<file path="src/sv/lph_pkg.sv">
// Shared types and constants of the linear probing hash table.
package lph_pkg;

   localparam int OP_W       = 2;
   localparam int KEY_W      = 31;
   localparam int VALUE_W    = 32;
   localparam int STATUS_W   = 2;

   localparam logic [OP_W-1:0] OP_INSERT = 2'd0;
   localparam logic [OP_W-1:0] OP_LOOKUP = 2'd1;
   localparam logic [OP_W-1:0] OP_DELETE = 2'd2;
   localparam logic [OP_W-1:0] OP_UNUSED = 2'd3;

   localparam logic [1:0] SLOT_EMPTY = 2'd0;
   localparam logic [1:0] SLOT_USED  = 2'd1;
   localparam logic [1:0] SLOT_TOMB  = 2'd2;

   localparam logic [STATUS_W-1:0] RSP_OK   = 2'd0;
   localparam logic [STATUS_W-1:0] RSP_MISS = 2'd1;
   localparam logic [STATUS_W-1:0] RSP_FULL = 2'd2;

   localparam logic signed [VALUE_W-1:0] VALUE_MISS = '1;

   typedef struct packed {
      logic [1:0]                 status;
      logic [KEY_W-1:0]           key;
      logic signed [VALUE_W-1:0]  value;
   } slot_word_type;

   typedef enum logic [1:0] {
      ST_CLEAR,
      ST_IDLE,
      ST_HASH,
      ST_PROBE
   } state_type;

endpackage

</file>
<file path="src/sv/lph_slot_mem.sv">
// Slot memory holding status, key and value, one write and one registered read port.
module lph_slot_mem import lph_pkg::*; #(
   parameter int TABLE_SLOTS = 8,
   parameter int IDX_W       = 3
) (
   input  logic           clock,
   input  logic           wr_en,
   input  logic [IDX_W-1:0] wr_addr,
   input  slot_word_type  wr_word,
   input  logic [IDX_W-1:0] rd_addr,
   output slot_word_type  rd_word
);

   slot_word_type mem [TABLE_SLOTS];
   slot_word_type rd_word_ff;

   always_ff @(posedge clock) begin
      if (wr_en) begin
         mem[wr_addr] <= wr_word;
      end
      rd_word_ff <= mem[rd_addr];
   end

   assign rd_word = rd_word_ff;

endmodule

</file>
<file path="config.mk">
export PLATFORM = sky130hd
export DESIGN_NAME = lph_slot_mem
export DESIGN_NICKNAME = d
export VERILOG_FILES = /design/src/sv/lph_pkg.sv /design/src/sv/lph_slot_mem.sv
export SDC_FILE = /design/constraint.sdc
export NUM_CORES = 1
export LEC_CHECK = 0
export ABC_AREA = 1
export BUFFER_PORTS_ARGS = -buffer_cell sky130_fd_sc_hd__buf_2
export CORE_ASPECT_RATIO = 1.5
export CORE_MARGIN = 10
export CORE_UTILIZATION = 42
export CTS_CLUSTER_SIZE = 28
export DETAILED_ROUTE_END_ITERATION = 7
export PLACE_DENSITY = 0.64
export SYNTH_ARGS = -nofsm -noshare
export SYNTH_HDL_FRONTEND = slang
export SYNTH_SLANG_ARGS = --single-unit
</file>
<file path="constraint.sdc">
create_clock -name clock -period 5.15 [get_ports clock]
set_input_delay 0.515 -clock clock [delete_from_list [all_inputs] [get_ports clock]]
set_output_delay 0.515 -clock clock [all_outputs]
set_load 0.01 [all_outputs]
</file>
==> flow_summary_export.csv <==
group,metric,value,unit
job,maxCapViolCount,0,
die,initial_core_util,42.3,%
critical_path,ff2ff_path_depth,6,
sta,setup_viol,0,
synth,syn-num-nets,2403,
die,fp.dieH,313,µm
clock_tree,cts.sinks,585,
routing,drtAntennaViolNets,0,
critical_path,crit_type,"in2reg",
power,total_power,10.2,mW
layout,utilization,48.0,%
routing,num_vias,15302,
global_route,grt_max_degree,165,
power,power_density,374,nW/µm²
critical_path,endpoint_kind,"flop",
die,die_x,215,µm
min_path,min_path_cells,1,
sta,post-route-min-period,2340,ps
critical_path,regToRegStartpoint,"mem[1][64]$_DFFE_PP_",
critical_path,start_kind,"input port",
synth,synth.distinct_cells,13,
routing,first_iter_violations,957,
synth,yosys.area.top_type,"edfxtp_1",
global_route,antenna_found_initial,16,
clock_tree,clockRootBuffer,"clkbuf_16",
sta,max_freq,428,MHz
critical_path,crit_path_start,"rd_addr[0]",
routing,viasPerCell,4.70,
die,fp-row-count,107,
synth,synth_top_area_share,65.2,%
clock_tree,cts_hold_buffers,0,
die,coreArea,56600,µm²
critical_path,regToRegSetupSlack,4190,ps
clock_tree,cts_buffers,51,
global_route,grt_pass1_wl,83700,µm
synth,synth-seq-cells,585,
sta,finalSetupTns,0,ps
global_route,grtUsageTotal,15.8,%
sta,slew_headroom,26.4,%
clock_tree,htree_levels,2,
routing,first_pass_iters,5,
critical_path,endpoint,"rd_word[11]$_DFF_P_",
clock_tree,insertion_delay,580,ps
synth,ys.warnings.count,0,
power,p_leak,12.5,nW
clock_tree,cts-resized-gates,0,
clock_tree,clock_path_buffers,3,
clock_tree,cts_tree,"built",
layout,drive_gt1_share,10.2,%
routing,drc,0,
power,peakVddDrop,0.000228,V
sta,grt_setup_unrepaired,"no",
sta,whs,204,ps
global_route,grt_overflow,0,
critical_path,crit_path_max_fanout,164,
status,status,"completed",
sta,fin_crit_sh,45.4,%
synth,synth-seq-area-share,70.6,%
synth,syn_inst,2330,
sta,worstMarginPinSlew,1100,ps
layout,syn2layout_area_growth,13.5,%
synth,syn_area,24000,µm²
clock_tree,post_cts_buffers,0,
critical_path,worstPathRequired,5610,ps
sta,hold_viol,0,
global_route,first_global_vias,15180,
layout,nNetsFinal,2516,
placed_design,gp_congestion,0.740,
die,fp.dieArea,67200,µm²
synth,synth_area_leaders,"edfxtp_1, nand2_1, inv_1, dfxtp_1, nand3_1",
die,io_pins,138,
sta,slew_viol_final,0,
min_path,hp-class,"in2reg",
synth,synth_area_per_cell,10.3,µm²
routing,drt_wl_total,54100,µm
sta,fin_skew,16.3,ps
critical_path,arrival,2800,ps
critical_path,worst_r2r_endpoint,"rd_word[64]$_DFF_P_",
routing,wl_per_cell,16.6,µm
placed_design,io_buffers,137,
placed_design,dp_hpwl,29000,µm
clock_tree,clkSlewWorstSetupHoldPaths,60,ps
flip-flops by register name, indices dropped and copies added (netlist names):
register and cells:
mem 520, rd_word 65
final cells by class:
class	instances	area (µm²)
sequential	585	16900
clock inverter	26	364
antenna	8	20.0
multi-input combinational	1119	4590
clock buffer	69	1470
tap	763	955
inverter	526	1990
timing repair buffer	160	897
fill	5030	29400
critical path: stages:
cell      delay [ps]
clkbuf_8         370
inv_8            600
buf_12           580
nand2_1          130
nand3_1          110
nand2_1           70
nand2_1           80
nand2_1           70
placed cells by master (no fill, tap or decap), drive strengths merged:
cell type | netlist | layout
clkbuf | 20 | 70
inv | 526 | 525
clkinvlp | 0 | 4
bufinv | 0 | 9
nand3 | 260 | 260
diode | 0 | 8
dfxtp | 65 | 65
buf | 80 | 159
edfxtp | 520 | 520
nand2 | 851 | 851
nor2 | 8 | 8
clkinv | 0 | 14
cell families (layout without fill, tap and decap cells):
kind of cell,count (synthesis),after routing,share of synthesized area [%]
and+or+nand+nor,1119,1119,18.9
DFF,585,585,70.6
other,0,8,0
buffers and inverters,626,781,10.5
routing by layer:
metal	routed length [µm]	share of wire [%]	vias to the layer above	global-route usage [%]
li1	-	-	7440	-
met3	3160	5.8	110	3.11
met5	111	0.21	-	0
met2	26400	49	415	27.3
met1	22900	42	7319	19.2
met4	1510	2.8	18	6.06
synth_stat cells:
library cell,number
buf_2,54
inv_1,524
edfxtp_1,520
nor2_1,8
buf_4,22
nand3_1,260
buf_1,2
dfxtp_1,65
buf_6,2
inv_4,1
clkbuf_1,20
nand2_1,851
inv_2,1
how the worst min path moves through the flow:
| stage | startpoint | end | slack, ps |
|---|---|---|---|
| 2_1_floorplan | mem[4][63]$_DFFE_PP_ | rd_word[63]$_DFF_P_ | 590 |
| 3_3_place_gp | mem[0][21]$_DFFE_PP_ | rd_word[21]$_DFF_P_ | 600 |
| 3_5_place_dp | mem[0][8]$_DFFE_PP_ | rd_word[8]$_DFF_P_ | 610 |
| 4_1_cts | wr_word[35] | mem[4][35]$_DFFE_PP_ | 170 |
| 5_1_grt | wr_word[36] | mem[0][36]$_DFFE_PP_ | 200 |
| 6_report | wr_word[35] | mem[4][35]$_DFFE_PP_ | 200 |
through the flow:
stage	setup WS (ps)	instance area (µm²)	std cells
final	2810	27200	3256
after global routing	2640	27200	3255
after CTS	2870	27200	3248
after detailed placement	2280	25300	3153
after global placement	2360	25300	3153
after floorplan	1290	24000	2330
power breakdown:
part	total, mW	internal [mW]	switching [mW]
sequential	5.41	5.36	0.0548
clock	4.11	2.45	1.66
combinational	0.655	0.193	0.462
total	10.2	8.00	2.18
Power figures use the tool's default switching activity.
